===== src/sv/pf_pkg.sv =====
`default_nettype none

package pf_pkg;

  localparam logic [4:0] LETTER_I     = 5'd8;
  localparam logic [4:0] LETTER_J     = 5'd9;
  localparam logic [4:0] LETTER_Z     = 5'd25;
  localparam logic [4:0] FILLER_RESET = 5'd23;
  localparam logic [4:0] SQUARE_CELLS = 5'd25;
  localparam int         ALPHABET     = 26;

  localparam int CMDQ_DEPTH = 4;
  localparam int CMDQ_AW    = $clog2(CMDQ_DEPTH);
  localparam int RESQ_DEPTH = 4;
  localparam int RESQ_AW    = $clog2(RESQ_DEPTH);

  typedef enum logic [2:0] {
    OP_START  = 3'd0,
    OP_KEY    = 3'd1,
    OP_FINISH = 3'd2,
    OP_ENC    = 3'd3,
    OP_DEC    = 3'd4
  } op_e;

  typedef enum logic [1:0] {
    CMD_START,
    CMD_PLACE,
    CMD_FINISH,
    CMD_PAIR
  } cmd_kind_e;

  typedef enum logic [2:0] {
    ST_IDLE,
    ST_FILL,
    ST_LOOK,
    ST_EMIT0,
    ST_EMIT1
  } back_st_e;

  typedef struct packed {
    cmd_kind_e  kind;
    logic [4:0] a;
    logic [4:0] b;
    logic       dec;
    logic       last;
  } cmd_t;

  typedef struct packed {
    logic [4:0] letter;
    logic       last;
  } res_t;

  // clamp to Z, fold J into I
  function automatic logic [4:0] norm_letter(input logic [4:0] v);
    logic [4:0] x;
    x = (v > LETTER_Z) ? LETTER_Z : v;
    if (x == LETTER_J) x = LETTER_I;
    return x;
  endfunction

  function automatic cmd_t mk_pair(input logic [4:0] a, input logic [4:0] b,
                                   input logic dec, input logic last);
    cmd_t c;
    c.kind = CMD_PAIR;
    c.a    = a;
    c.b    = b;
    c.dec  = dec;
    c.last = last;
    return c;
  endfunction

  function automatic logic [2:0] pos_row(input logic [4:0] p);
    logic [2:0] r;
    if (p >= 5'd20)      r = 3'd4;
    else if (p >= 5'd15) r = 3'd3;
    else if (p >= 5'd10) r = 3'd2;
    else if (p >= 5'd5)  r = 3'd1;
    else                 r = 3'd0;
    return r;
  endfunction

  function automatic logic [4:0] cell_addr(input logic [2:0] r, input logic [2:0] c);
    return {r, 2'b00} + 5'(r) + 5'(c);
  endfunction

  function automatic logic [2:0] pos_col(input logic [4:0] p);
    logic [4:0] diff;
    diff = p - cell_addr(pos_row(p), 3'd0);
    return diff[2:0];
  endfunction

  // +1 or -1 modulo 5
  function automatic logic [2:0] step5(input logic [2:0] v, input logic dec);
    logic [2:0] s;
    if (dec) s = (v == 3'd0) ? 3'd4 : v - 3'd1;
    else     s = (v >= 3'd4) ? 3'd0 : v + 3'd1;
    return s;
  endfunction

endpackage

`default_nettype wire


===== src/sv/pf_front.sv =====
`default_nettype none

module pf_front import pf_pkg::*; (
  input  logic       clk_i,
  input  logic       rst_ni,
  input  logic       push,
  output logic       full,
  input  logic [2:0] operation_i,
  input  logic [4:0] letter_i,
  input  logic       message_end_i,
  input  logic       cfg_valid_i,
  output logic       cfg_ready_o,
  input  logic [4:0] cfg_data_i,
  output logic       cq_push_o,
  output cmd_t       cq_cmd_o,
  input  logic       cq_full_i
);

  logic [4:0] filler_q;
  logic       pend_v_q, pend_v_d;
  logic [4:0] pend_l_q, pend_l_d;
  logic       spare_v_q, spare_v_d;
  cmd_t       spare_q, spare_d;

  logic       accept;
  logic [4:0] x, fill;
  logic       dec;
  logic       first_v, second_v;
  cmd_t       first, second;

  assign cfg_ready_o = 1'b1;
  assign full        = spare_v_q | cq_full_i;
  assign accept      = push & ~full;

  always_comb begin
    x        = norm_letter(letter_i);
    fill     = norm_letter(filler_q);
    dec      = (operation_i == OP_DEC);
    first_v  = 1'b0;
    second_v = 1'b0;
    first    = mk_pair(x, fill, dec, 1'b0);
    second   = mk_pair(x, fill, dec, 1'b1);
    pend_v_d = pend_v_q;
    pend_l_d = pend_l_q;
    case (op_e'(operation_i))
      OP_START: begin
        first_v      = 1'b1;
        first.kind   = CMD_START;
        pend_v_d     = 1'b0;
      end
      OP_KEY: begin
        first_v      = 1'b1;
        first.kind   = CMD_PLACE;
      end
      OP_FINISH: begin
        first_v      = 1'b1;
        first.kind   = CMD_FINISH;
        pend_v_d     = 1'b0;
      end
      OP_ENC, OP_DEC: begin
        if (pend_v_q) begin
          first_v = 1'b1;
          if (x == pend_l_q) begin
            // doubled letter: split with filler, x stays pending unless the message ends
            first = mk_pair(pend_l_q, fill, dec, 1'b0);
            if (message_end_i) begin
              second_v = 1'b1;
              pend_v_d = 1'b0;
            end
          end else begin
            first    = mk_pair(pend_l_q, x, dec, message_end_i);
            pend_v_d = 1'b0;
          end
        end else begin
          pend_l_d = x;
          pend_v_d = 1'b1;
          if (message_end_i) begin
            first_v  = 1'b1;
            first    = mk_pair(x, fill, dec, 1'b1);
            pend_v_d = 1'b0;
          end
        end
      end
      default: begin
      end
    endcase
    if (!accept) begin
      pend_v_d = pend_v_q;
      pend_l_d = pend_l_q;
    end

    if (spare_v_q) begin
      cq_push_o = ~cq_full_i;
      cq_cmd_o  = spare_q;
      spare_v_d = cq_full_i;
      spare_d   = spare_q;
    end else begin
      cq_push_o = accept & first_v;
      cq_cmd_o  = first;
      spare_v_d = accept & second_v;
      spare_d   = second;
    end
  end

  always_ff @(posedge clk_i or negedge rst_ni) begin
    if (!rst_ni) begin
      filler_q  <= FILLER_RESET;
      pend_v_q  <= 1'b0;
      pend_l_q  <= '0;
      spare_v_q <= 1'b0;
    end else begin
      if (cfg_valid_i) filler_q <= cfg_data_i;
      pend_v_q  <= pend_v_d;
      pend_l_q  <= pend_l_d;
      spare_v_q <= spare_v_d;
    end
  end

  always_ff @(posedge clk_i) begin
    spare_q <= spare_d;
  end

endmodule

`default_nettype wire


===== src/sv/pf_cmd_fifo.sv =====
`default_nettype none

module pf_cmd_fifo import pf_pkg::*; (
  input  logic clk_i,
  input  logic rst_ni,
  input  logic push_i,
  input  cmd_t cmd_i,
  output logic full_o,
  input  logic pop_i,
  output cmd_t cmd_o,
  output logic empty_o
);

  cmd_t               mem_q [CMDQ_DEPTH];
  logic [CMDQ_AW-1:0] wr_q, rd_q;
  logic [CMDQ_AW:0]   cnt_q;
  logic               do_push, do_pop;

  assign full_o  = (cnt_q == (CMDQ_AW+1)'(CMDQ_DEPTH));
  assign empty_o = (cnt_q == '0);
  assign cmd_o   = mem_q[rd_q];
  assign do_push = push_i & ~full_o;
  assign do_pop  = pop_i & ~empty_o;

  always_ff @(posedge clk_i or negedge rst_ni) begin
    if (!rst_ni) begin
      wr_q  <= '0;
      rd_q  <= '0;
      cnt_q <= '0;
    end else begin
      if (do_push) wr_q <= wr_q + 1'b1;
      if (do_pop)  rd_q <= rd_q + 1'b1;
      if (do_push && !do_pop)      cnt_q <= cnt_q + 1'b1;
      else if (!do_push && do_pop) cnt_q <= cnt_q - 1'b1;
    end
  end

  always_ff @(posedge clk_i) begin
    if (do_push) mem_q[wr_q] <= cmd_i;
  end

endmodule

`default_nettype wire


===== src/sv/pf_back.sv =====
`default_nettype none

module pf_back import pf_pkg::*; (
  input  logic       clk_i,
  input  logic       rst_ni,
  input  cmd_t       cq_cmd_i,
  input  logic       cq_empty_i,
  output logic       cq_pop_o,
  output logic       empty,
  input  logic       pop,
  output logic [4:0] out_letter_o,
  output logic       out_last_o
);

  back_st_e st_q, st_d;

  logic [4:0] sq_mem  [SQUARE_CELLS];
  logic [4:0] pos_mem [ALPHABET];

  logic [ALPHABET-1:0] placed_q;
  logic [4:0]          fill_q;
  logic [4:0]          walk_q;
  logic [4:0]          pa_q, pb_q, sx_q, sy_q;
  logic                dec_q, last_q;

  res_t               res_q [RESQ_DEPTH];
  logic [RESQ_AW-1:0] rwr_q, rrd_q;
  logic [RESQ_AW:0]   rcnt_q;
  logic               res_full, res_push, res_pop;
  res_t               res_d;

  logic       place_req, place_en, clr, walk_start, pos_rd, sq_rd;
  logic [4:0] place_ltr;
  logic [2:0] ra, ca, rb, cb;
  logic [4:0] ax, ay;

  assign res_full     = (rcnt_q == (RESQ_AW+1)'(RESQ_DEPTH));
  assign empty        = (rcnt_q == '0);
  assign res_pop      = pop & ~empty;
  assign out_letter_o = res_q[rrd_q].letter;
  assign out_last_o   = res_q[rrd_q].last;

  always_comb begin
    st_d         = st_q;
    cq_pop_o     = 1'b0;
    place_req    = 1'b0;
    place_ltr    = cq_cmd_i.a;
    clr          = 1'b0;
    walk_start   = 1'b0;
    pos_rd       = 1'b0;
    sq_rd        = 1'b0;
    res_push     = 1'b0;
    res_d.letter = sx_q;
    res_d.last   = 1'b0;
    case (st_q)
      ST_IDLE: begin
        if (!cq_empty_i) begin
          cq_pop_o = 1'b1;
          case (cq_cmd_i.kind)
            CMD_START:  clr = 1'b1;
            CMD_PLACE:  place_req = 1'b1;
            CMD_FINISH: begin
              walk_start = 1'b1;
              st_d       = ST_FILL;
            end
            CMD_PAIR: begin
              pos_rd = 1'b1;
              st_d   = ST_LOOK;
            end
            default: begin
            end
          endcase
        end
      end
      ST_FILL: begin
        place_ltr = walk_q;
        place_req = (walk_q != LETTER_J);
        if (walk_q == LETTER_Z) st_d = ST_IDLE;
      end
      ST_LOOK: begin
        sq_rd = 1'b1;
        st_d  = ST_EMIT0;
      end
      ST_EMIT0: begin
        if (!res_full) begin
          res_push = 1'b1;
          st_d     = ST_EMIT1;
        end
      end
      ST_EMIT1: begin
        res_d.letter = sy_q;
        res_d.last   = last_q;
        if (!res_full) begin
          res_push = 1'b1;
          st_d     = ST_IDLE;
        end
      end
      default: st_d = ST_IDLE;
    endcase
    place_en = place_req & ~placed_q[place_ltr] & (fill_q < SQUARE_CELLS);
  end

  // cell lookup for the pair
  always_comb begin
    ra = pos_row(pa_q);
    ca = pos_col(pa_q);
    rb = pos_row(pb_q);
    cb = pos_col(pb_q);
    if (ra == rb) begin
      ax = cell_addr(ra, step5(ca, dec_q));
      ay = cell_addr(rb, step5(cb, dec_q));
    end else if (ca == cb) begin
      ax = cell_addr(step5(ra, dec_q), ca);
      ay = cell_addr(step5(rb, dec_q), cb);
    end else begin
      ax = cell_addr(ra, cb);
      ay = cell_addr(rb, ca);
    end
  end

  always_ff @(posedge clk_i or negedge rst_ni) begin
    if (!rst_ni) begin
      st_q     <= ST_IDLE;
      placed_q <= '0;
      fill_q   <= '0;
      walk_q   <= '0;
      rwr_q    <= '0;
      rrd_q    <= '0;
      rcnt_q   <= '0;
    end else begin
      st_q <= st_d;
      if (clr) begin
        placed_q <= '0;
        fill_q   <= '0;
      end else if (place_en) begin
        placed_q[place_ltr] <= 1'b1;
        fill_q              <= fill_q + 5'd1;
      end
      if (walk_start)          walk_q <= '0;
      else if (st_q == ST_FILL) walk_q <= walk_q + 5'd1;
      if (res_push) rwr_q <= rwr_q + 1'b1;
      if (res_pop)  rrd_q <= rrd_q + 1'b1;
      if (res_push && !res_pop)      rcnt_q <= rcnt_q + 1'b1;
      else if (!res_push && res_pop) rcnt_q <= rcnt_q - 1'b1;
    end
  end

  always_ff @(posedge clk_i) begin
    if (place_en) begin
      sq_mem[fill_q]     <= place_ltr;
      pos_mem[place_ltr] <= fill_q;
    end
    if (pos_rd) begin
      pa_q   <= pos_mem[cq_cmd_i.a];
      pb_q   <= pos_mem[cq_cmd_i.b];
      dec_q  <= cq_cmd_i.dec;
      last_q <= cq_cmd_i.last;
    end
    if (sq_rd) begin
      sx_q <= sq_mem[ax];
      sy_q <= sq_mem[ay];
    end
  end

  always_ff @(posedge clk_i) begin
    if (res_push) res_q[rwr_q] <= res_d;
  end

endmodule

`default_nettype wire


===== src/sv/playfair_digraph_cipher.sv =====
`default_nettype none
// channel   dir  handshake               payload
// item      in   push / full             operation_i, letter_i, message_end_i
// result    out  empty / pop             out_letter_o, out_last_o
// config    in   cfg_valid_i/cfg_ready_o cfg_data_i (filler letter)
//
// A cipher pair goes through position read, square read and two result beats; the
// beats wait while the result queue is full, and no new command is popped meanwhile.
// Key letters and start are handled on pop; finish pops, then walks the 26 letters.
// An item that yields two pairs holds full high until its second pair is queued.
// Reset is asynchronous, active low; no clearing pass, the block is ready at once.
// A 4-deep command queue lets input run ahead while results wait to be popped.

module playfair_digraph_cipher import pf_pkg::*; (
  input  logic       clk_i,
  input  logic       rst_ni,
  input  logic       push,
  output logic       full,
  input  logic [2:0] operation_i,
  input  logic [4:0] letter_i,
  input  logic       message_end_i,
  output logic       empty,
  input  logic       pop,
  output logic [4:0] out_letter_o,
  output logic       out_last_o,
  input  logic       cfg_valid_i,
  output logic       cfg_ready_o,
  input  logic [4:0] cfg_data_i
);

  logic cq_push, cq_full, cq_pop, cq_empty;
  cmd_t cq_wr, cq_rd;

  pf_front u_front (
    .clk_i,
    .rst_ni,
    .push,
    .full,
    .operation_i,
    .letter_i,
    .message_end_i,
    .cfg_valid_i,
    .cfg_ready_o,
    .cfg_data_i,
    .cq_push_o (cq_push),
    .cq_cmd_o  (cq_wr),
    .cq_full_i (cq_full)
  );

  pf_cmd_fifo u_cmdq (
    .clk_i,
    .rst_ni,
    .push_i  (cq_push),
    .cmd_i   (cq_wr),
    .full_o  (cq_full),
    .pop_i   (cq_pop),
    .cmd_o   (cq_rd),
    .empty_o (cq_empty)
  );

  pf_back u_back (
    .clk_i,
    .rst_ni,
    .cq_cmd_i   (cq_rd),
    .cq_empty_i (cq_empty),
    .cq_pop_o   (cq_pop),
    .empty,
    .pop,
    .out_letter_o,
    .out_last_o
  );

endmodule

`default_nettype wire


===== config.mk =====
export PLATFORM = sky130hd
export DESIGN_NAME = playfair_digraph_cipher
export DESIGN_NICKNAME = d
export VERILOG_FILES = /design/src/sv/pf_pkg.sv /design/src/sv/pf_front.sv /design/src/sv/pf_cmd_fifo.sv /design/src/sv/pf_back.sv /design/src/sv/playfair_digraph_cipher.sv
export SDC_FILE = /design/constraint.sdc
export NUM_CORES = 1
export LEC_CHECK = 0
export BUFFER_PORTS_ARGS = -buffer_cell sky130_fd_sc_hd__buf_2
export CORE_MARGIN = 2
export CORE_UTILIZATION = 55
export DETAILED_ROUTE_END_ITERATION = 7
export PLACE_DENSITY = 0.79
export SLEW_MARGIN = 20
export SYNTH_ARGS = -nofsm -noshare
export SYNTH_HDL_FRONTEND = slang
export SYNTH_SLANG_ARGS = --single-unit

===== constraint.sdc =====
create_clock -name clk_i -period 6.4 [get_ports clk_i]
set_clock_uncertainty 0.05 [all_clocks]
set_input_delay 0.64 -clock clk_i [delete_from_list [all_inputs] [get_ports clk_i]]
set_output_delay 0.64 -clock clk_i [all_outputs]
set_load 0.005 [all_outputs]

**After elaboration in Yosys (flattened, before gate mapping)**

Memories as Yosys holds them, arrays and structs flattened. A register that Yosys moved wholly into a read port is not among the register bits.
Index checks and enable logic that the tools add are counted.

- $add $sub $neg: 30
- $mul: 0
- Div/mod/pow operators: 0
- Order comparisons: 17
- Equal/unequal tests: 25
- Shift operators: 0
- Mux-type cells: 97
- Bitwise logic cells: 16
- Reductions and logical operators: 30

Operator list:

| cell | number |
|---|---|
| 3-bit two-way mux | 32 |
| 5-bit two-way mux | 13 |
| 26-bit two-way mux | 2 |
| 5-bit by 3-bit adder with 5-bit output | 10 |
| 1-bit two-way mux | 37 |
| 26-bit OR | 1 |
| 3-bit zero test | 8 |
| 12-bit two-way mux | 2 |
| 5-bit by 4-bit >= comparator with 1-bit output, second input constant | 4 |
| 3-bit by 1-bit adder with 3-bit output, second input constant | 6 |
| 3-bit by 1-bit subtractor with 3-bit output, second input constant | 6 |
| 3-bit case mux with 5 select lines | 1 |
| 14-bit two-way mux | 1 |
| 3-bit by 2-bit equality test with 1-bit output, second input constant | 4 |
| 3-bit equality test, second input constant | 4 |
| 3-bit >= comparator, second input constant | 4 |
| 5-bit by 1-bit adder with 5-bit output, second input constant | 2 |
| 5-bit by 4-bit equality test with 1-bit output, second input constant | 2 |
| 5-bit by 3-bit >= comparator with 1-bit output, second input constant | 2 |
| 5-bit >= comparator, second input constant | 2 |
| 5-bit greater-than comparator, second input constant | 2 |
| 2-bit nonzero test | 5 |
| 2-bit by 1-bit adder with 2-bit output, second input constant | 4 |
| 1-bit AND | 8 |
| 31 further kinds | 53 |

- Register bits: 78
- Bits in latches: 0
- RAM bits: 335
- Bits in read-only memories: 0
- Input bits: 19
- Logic and storage cells: 238
- Memories kept: 4

Memory list:

| name | words | width | rd ports | clocked after Yosys merged registers in | write ports | line | source |
|---|---|---|---|---|---|---|---|
| u_back.pos_mem | 26 | 5 | 2 | 2 | 1 | pf_back.sv:18 | `logic [4:0] pos_mem [ALPHABET];` |
| u_back.sq_mem | 25 | 5 | 2 | 2 | 1 | pf_back.sv:17 | `logic [4:0] sq_mem [SQUARE_CELLS];` |
| u_cmdq.mem_q | 4 | 14 | 1 | 0 | 1 | pf_cmd_fifo.sv:14 | `cmd_t mem_q [CMDQ_DEPTH];` |
| u_back.res_q | 4 | 6 | 1 | 0 | 1 | pf_back.sv:26 | `res_t res_q [RESQ_DEPTH];` |

**Depth between registers and ports, before layout**

Gate-level depths: netlist (run 1).

- Word-level depth: 14
- Depth in mapped cells: 25

**Hierarchy**

From an unflattened synthesis (run 1), not the netlist that was laid out.

- Cells, all modules: 1,575
- Area, all modules: 22,441.5 um^2

By module, submodules not included:

| module | instances | cells each | area an instance (um^2) |
|---|---|---|---|
| pf_back | 1 | 1,331 | 18,625.4 |
| pf_cmd_fifo | 1 | 109 | 2,462.4 |
| pf_front | 1 | 135 | 1,353.8 |

**Least setup slack after synthesis (run 1)**

OpenSTA, ideal clock, no wires.

- Path type: register to register
- From: register u_back.pb_q[4] (read register of u_back.pos_mem)
- To: register u_back.sy_q[0] (read register of u_back.sq_mem), data pin
- Library setup time: 0.265 ns
- Arrival: 4.854 ns
- Required time: 6.085 ns
- Setup slack: 1.231 ns
- Cell stages (with the launch flop): 21
- Cell sequence: edfxtp_1 -> buf_2 -> nand2b_1 -> o22ai_1 -> inv_1 -> fa_1 -> o21a_1 -> or2_2 -> fa_1 -> inv_1 -> fa_1 -> nand4_1 -> a21oi_1 -> a211oi_2 -> or2_2 -> clkbuf_1 -> buf_2 -> nor2_1 -> a22oi_1 -> nand3_1 -> o211ai_1

- Word-level cells in the longest chain between the ends: 14
- Elaborated cells on any way between the ends: 35
- Classes of those cells: add/sub (10); order compare (6); eq/ne (2); mux (15); reduce/logical (2)

Ends and longest elaborated chain:

| item | line | source |
|---|---|---|
| start, declared | pf_back.sv:23 | `logic [4:0] pa_q, pb_q, sx_q, sy_q;` |
| 5-bit by 3-bit >= comparator with 1-bit output | pf_pkg.sv:77 | `else if (p >= 5'd5) r = 3'd1;` |
| 1-bit two-way mux | pf_pkg.sv:77 |  |
| 3-bit two-way mux | pf_pkg.sv:76 | `else if (p >= 5'd10) r = 3'd2;` |
| 3-bit two-way mux | pf_pkg.sv:75 | `else if (p >= 5'd15) r = 3'd3;` |
| 3-bit two-way mux (*) | pf_pkg.sv:74 | `if (p >= 5'd20) r = 3'd4;` |
| branches (longest 8 deep; another with 5-bit by 3-bit adder with 5-bit output) | - |  |
| 5-bit two-way mux (*) | pf_back.sv:109 | `if (ra == rb) begin` |
| end, declared | pf_back.sv:23 |  |

Every way passes the cells marked *. The select of a mux whose other input is x is not followed.
A chain may end at the register's enable or synchronous reset.

**Final worst setup path (run 1)**

- From: register u_back.pa_q[1] (read register of u_back.pos_mem)
- To: register u_back.sx_q[3] (read register of u_back.sq_mem), data pin

- Word-level cells in the longest chain between the ends: 14
- Elaborated cells on any way between the ends: 35
- Classes of those cells: add/sub (10); order compare (6); eq/ne (2); mux (15); reduce/logical (2)

Ends and longest elaborated chain:

| item | line |
|---|---|
| start, declared | pf_back.sv:23 |
| branches (longest 13 deep; another with 5-bit by 3-bit >= comparator with 1-bit output) | - |
| 5-bit two-way mux (*) | pf_back.sv:109 |
| end, declared | pf_back.sv:23 |

Marks and branches as above.

==> results of run 1 <==
-- worst reg2reg max path: cells and delay by family, from the launching register on --
| kind | cells | cell delay, ps |
|---|---|---|
| adders and majority gates | 4 | 1610 |
| muxes | 2 | 250 |
| AOI/OAI and AO/OA | 6 | 1370 |
| buffers and inverters | 4 | 360 |
| DFF | 1 | 520 |
| and+or+nand+nor | 4 | 1340 |
-- cell type report --
type                       instances  area [µm²]
clock buffer                      55        1164
clock inverter                    26       264.0
fill                            2894       15570
inverter                          49       186.4
multi-input combinational       1070        8826
sequential                       433       12680
tap                              525       656.9
timing repair buffer              60       385.4
-- per-layer routing --
metal,wire (µm),global-route usage (%),vias up
met2,25380,42.52,770
met4,2289,11.49,0
met5,0,0,-
li1,-,-,6310
met1,20390,33.75,7124
met3,4547,4.773,163
-- synth_stat cells (6+ instances only) --
cell type	number	area, µm²
clkbuf_1	40	150.1
buf_2	23	115.1
buf_4	7	52.55
dfrtp_1	61	1526
xor2_1	13	113.9
nand4_1	7	43.79
o21a_1	21	157.7
mux4_2	94	2117
xnor2_1	22	192.7
or3_1	9	56.30
a21o_1	16	120.1
nand2b_1	12	75.07
buf_1	8	30.03
buf_6	7	78.83
o21ai_0	56	280.3
nand3b_1	9	67.56
nand2_1	185	694.4
a32oi_1	14	122.6
fa_1	12	240.2
nor3b_1	9	67.56
edfxtp_1	368	11050
nor2_1	94	352.8
nor3_1	18	90.09
and2_1	15	93.84
a22oi_1	10	75.07
ha_1	48	600.6
inv_1	47	176.4
and3_1	6	37.54
mux2_2	39	439.2
nand3_1	62	310.3
nor2b_1	13	81.33
a21oi_1	63	315.3
a31oi_1	9	56.30
o211ai_1	12	90.09
mux2i_1	87	870.8
a211oi_1	16	120.1
-- path summary, 6_finish.rpt --
check / start / end / slack, ps
worst max-delay path: u_back.pa_q[1]$_DFFE_PP_ / u_back.sx_q[3]$_DFFE_PN_ / 670
worst min-delay path: rst_ni / u_front.pend_l_q[0]$_DFFE_PN0P_ / 200
worst max register to register: u_back.pa_q[1]$_DFFE_PP_ / u_back.sx_q[3]$_DFFE_PN_ / 670
worst min register to register: u_back.placed_q[19]$_DFFE_PN0P_ / u_back.placed_q[19]$_DFFE_PN0P_ / 430
max in group asynchronous: rst_ni / u_back.fill_q[1]$_DFFE_PN0P_ / 5500
min in group clk_i: cfg_data_i[0] / u_front.filler_q[0]$_DFFE_PN1P_ / 230
-- metrics by stage --
stage	std cells	area [µm²]	hold slack (ps)	setup slack, ps	utilization [%]
after floorplan	1640	22160	294.4	1231	-
after global placement	2137	22740	408.8	863.3	57.23
after detailed placement	2137	22740	421.6	648.8	57.23
after CTS	2218	24160	201.8	670.5	60.82
after global routing	2218	24170	229.0	221.1	60.82
final	2218	24170	201.8	672.5	60.82
-- sequential cells by signal (all words and copies together), names as in the netlist, 11 cells and up --
name             flops
u_back.pos_mem     130
u_back.sq_mem      125
u_cmdq.mem_q        56
u_back.placed_q     26
u_back.res_q        24
u_front.spare_q     11
-- cell families after synthesis --
| kind of cell | after synthesis | synth area share, % |
|---|---|---|
| other | 1 | 0.01692 |
| and+or+nand+nor | 477 | 10.51 |
| DFF | 433 | 57.23 |
| xor gates and xnor gates | 35 | 1.383 |
| muxes | 222 | 15.67 |
| AOI/OAI and AO/OA | 275 | 8.442 |
| adders and majority gates | 60 | 3.794 |
| buffers and inverters | 137 | 2.947 |
==> flow_metrics.tcl, run 1 <==
set metrics [dict create \
    ys_ff_latch 433 \
    cts_tree "yes" \
    fp.dieArea_um2 41910 \
    clkTransAtPathRegs_ps 60 \
    reg2regPathDepth 20 \
    cap_violations 0 \
    endpoint_kind "flop" \
    die_w_um 204.7 \
    vias 14370 \
    hold_buffers 0 \
    startpoint_type "flop" \
    cp_common_cell "inv_1" \
    grtUsageTotal_pct 25.86 \
    layout_common_cells "edfxtp_1, nand2_1, mux4_2, nor2_1, mux2i_1" \
    ys.warnings.count 0 \
    path_delay_family "adder cells" \
    fin_crit_sh_pct 89.49 \
    final.setup.tns_ps 0 \
    ys.flop_type "edfxtp_1" \
    fin_nets 1737 \
    grt_setup_unrepaired "false" \
    drive_above_1_share_pct 17.72 \
    wire_per_inst_um 23.72 \
    postCtsSetupBuffers 0 \
    numPortBuffers 26 \
    synth_edf_count 368 \
    status "complete, no violations" \
    slew_violations 0 \
    htreeDepth 2 \
    async_reset_ff_share_pct 15.01 \
    crit_path_max_incr_delay_ps 590 \
    final_common_cell "edfxtp_1" \
    clk_latency_ps 580 \
    synthToLayoutAreaGrowth_pct 9.057 \
    finalHoldViolCount 0 \
    ant_nets 0 \
    hpwl_um 35790 \
    path_buf_inv 4 \
    core_um2 39730 \
    root_buffer "clkbuf_16" \
    grt_pass1_vias 14510 \
    die_h_um 204.7 \
    syn_area_um2 22160 \
    period_needed_ps 5727 \
    gr-total-overflow 0 \
    cp_slowest_cell "fa_1" \
    start_util_pct 55.77 \
    numCtsBuffers 44 \
    worstPathRequired_ps 6690 \
    clock_sinks 433 \
    worst-endpoint-arrival_ps 6020 \
    drtIter0Drc 1602 \
    grt_start_max_net_pins 66 \
    clock_path_buffers 3 \
    seq_area_frac_synth_pct 57.23 \
    dr.pass1.iters 6 \
    gp_congestion 0.9695 \
    diodes 0 \
    crit_fanout 27 \
    yosysUniqueCellTypes 94 \
    crit_type "reg -> reg" \
    row_count 73 \
    antenna_found_initial 0 \
    tightest_slew_ps 1144 \
    cp_num_cells 20 \
    avgSynthCellArea_um2 13.51 \
    syn-num-nets 1719 \
    synthCells 1640 \
    path_cells "nor2b_4 > mux2_2 > mux2i_1 > inv_1 > ha_1 > inv_1 > fa_1 > or3_4 > and2_1 > fa_1 > inv_1 > fa_1 > inv_1 > a211o_1 > o211ai_2 > nand2_2 > o221ai_1 > a2111oi_2 > a211oi_1 > o32a_1" \
    hold_path_class "in -> async" \
    slew_headroom_pct 23.13 \
    setup-violations-final 0 \
    wl_um 52610 \
    max_freq_mhz 174.6 \
    vias_per_cell 6.477 \
    cts-resized-gates 0 \
    grt_pass1_wl_um 82350 \
    drc 0 \
    io-pin-count 28 \
]
Power of run 1 is left out: the tool's default activity adds up to more than one toggle a clock period on the data nets, which glitch-free logic cannot reach.
==> run 2: changes to the inputs <==
--- a/config.mk
+++ b/config.mk
@@ -7,9 +7,9 @@
 export LEC_CHECK = 0
 export BUFFER_PORTS_ARGS = -buffer_cell sky130_fd_sc_hd__buf_2
 export CORE_MARGIN = 2
-export CORE_UTILIZATION = 55
+export CORE_UTILIZATION = 60
 export DETAILED_ROUTE_END_ITERATION = 7
-export PLACE_DENSITY = 0.79
+export PLACE_DENSITY = 0.84
 export SLEW_MARGIN = 20
 export SYNTH_ARGS = -nofsm -noshare
 export SYNTH_HDL_FRONTEND = slang
==> flow_metrics.tcl, run 2 (synthesis results as in run 1) <==
set metrics [dict create \
    status "complete, no violations" \
    cap_violations 0 \
    die_w_um 196.2 \
    clock_sinks 433 \
    rr_startpoint "u_back.pb_q[4]$_DFFE_PP_" \
    wl_um 54880 \
    final.setup.tns_ps 0 \
    reg2regPathDepth 19 \
    setup-violations-final 0 \
    gp_congestion 0.9466 \
    fp.dieArea_um2 38480 \
    worstPathRequired_ps 6660 \
    row_count 70 \
    root_buffer "clkbuf_16" \
    numCtsBuffers 45 \
    endpoint_kind "flop" \
    largest_reg_flops 130 \
    grt_pass1_wl_um 83980 \
    r2r_end "u_back.sy_q[1]$_DFFE_PN_" \
    synthToLayoutAreaGrowth_pct 9.475 \
    drive_above_1_share_pct 18.65 \
    layout_common_cells "edfxtp_1, nand2_1, mux4_2, nor2_1, mux2i_1" \
    dr.pass1.iters 6 \
    core_um2 36520 \
    tightest_slew_ps 1102 \
    fin_crit_sh_pct 89.18 \
    grt_setup_unrepaired "false" \
    fill_cells 2380 \
    final_common_cell "edfxtp_1" \
    clock_path_buffers 3 \
    clkTransAtPathRegs_ps 60 \
    startpoint_type "flop" \
    crit_fanout 14 \
    clk_latency_ps 570 \
    slew_headroom_pct 25.97 \
    numPortBuffers 26 \
    grt_pass1_vias 14500 \
    hpwl_um 36050 \
    slew_violations 0 \
    io-pin-count 28 \
    start_util_pct 60.67 \
    antenna_found_initial 2 \
    finalHoldViolCount 0 \
    postCtsSetupBuffers 0 \
    cts_tree "yes" \
    grt_start_max_net_pins 66 \
    largest_register "u_back.pos_mem" \
    period_needed_ps 5707 \
    max_freq_mhz 175.2 \
    worst-endpoint-arrival_ps 5970 \
    crit_end "u_back.sy_q[1]$_DFFE_PN_" \
    drtIter0Drc 1799 \
    ant_nets 0 \
    critPathLaunch "u_back.pb_q[4]$_DFFE_PP_" \
    htreeDepth 2 \
    wire_per_inst_um 25.37 \
    reg2reg_setup_slack_ps 690 \
    drc 0 \
    gr-total-overflow 0 \
    grtUsageTotal_pct 28.92 \
    vias_per_cell 6.797 \
    cts-resized-gates 0 \
    hold_buffers 0 \
    crit_type "reg -> reg" \
    die_h_um 196.2 \
    hold_path_class "in -> async" \
    vias 14700 \
    reg.largest.list "u_back.pos_mem: 130 flops, u_back.sq_mem: 125 flops, u_cmdq.mem_q: 56 flops" \
    fin_nets 1737 \
]
==> run 2: how the worst min path moves through the flow <==
stage | startpoint | to | slack (ps)
global placement | u_back.placed_q[2]$_DFFE_PN0P_ | u_back.placed_q[2]$_DFFE_PN0P_ | 410
global route | cfg_data_i[2] | u_front.filler_q[2]$_DFFE_PN1P_ | 240
detailed placement | u_back.placed_q[19]$_DFFE_PN0P_ | u_back.placed_q[19]$_DFFE_PN0P_ | 420
finish | rst_ni | u_front.pend_v_q$_DFFE_PN0P_ | 210
CTS | cfg_data_i[0] | u_front.filler_q[0]$_DFFE_PN1P_ | 220
floorplan | rst_ni | u_back.fill_q[0]$_DFFE_PN0P_ | 290
==> run 2: area by class of cell <==
| cell class | instances | area (µm²) | area share (%) |
|---|---|---|---|
| diodes | 1 | 2.502 | 0.01032 |
| clock buffers | 63 | 1315 | 5.421 |
| clock inverters | 20 | 254.0 | 1.047 |
| inverters | 49 | 186.4 | 0.7685 |
| multi-input cells | 1070 | 8840 | 36.44 |
| flip-flops and latches | 433 | 12680 | 52.29 |
| well taps | 468 | 585.6 | 2.414 |
| repair buffers | 59 | 390.4 | 1.609 |
==> run 2: per-layer routing <==
layer  track usage (%)  share of wire (%)
met2             46.07                 47
met4             13.55                5.0
met3             6.962                 10
met5                 0              0.035
met1             37.97                 37
==> run 2: worst max-delay path, cell delays in order, from the launching register on <==
cell and delay [ps]:
edfxtp_1 570, nand2b_1 250, o22ai_1 150, buf_4 210, inv_1 90, fa_1 410, nor3_1 310, or2_2 240
inv_1 90, ha_1 200, mux2_2 250, nor2_1 110, ha_1 210, fa_1 450, nor2_1 200, a21oi_2 130
nor2_1 760, a22oi_1 240, a21oi_1 370, o211ai_1 150
==> run 2: per-stage QoR <==
stage	cell area [µm²]	cells	worst slack [ps]	hold WS (ps)	util (%)
4_1_cts	24240	2162	844.8	218.3	66.37
6_report	24260	2163	692.7	212.0	66.42
2_1_floorplan	22160	1640	1231	294.4	-
3_3_place_gp	22670	2079	1004	408.1	62.07
3_5_place_dp	22670	2079	828.7	421.8	62.07
5_1_grt	24260	2163	332.3	244.4	66.42
Power of run 2 is left out for the same reason.
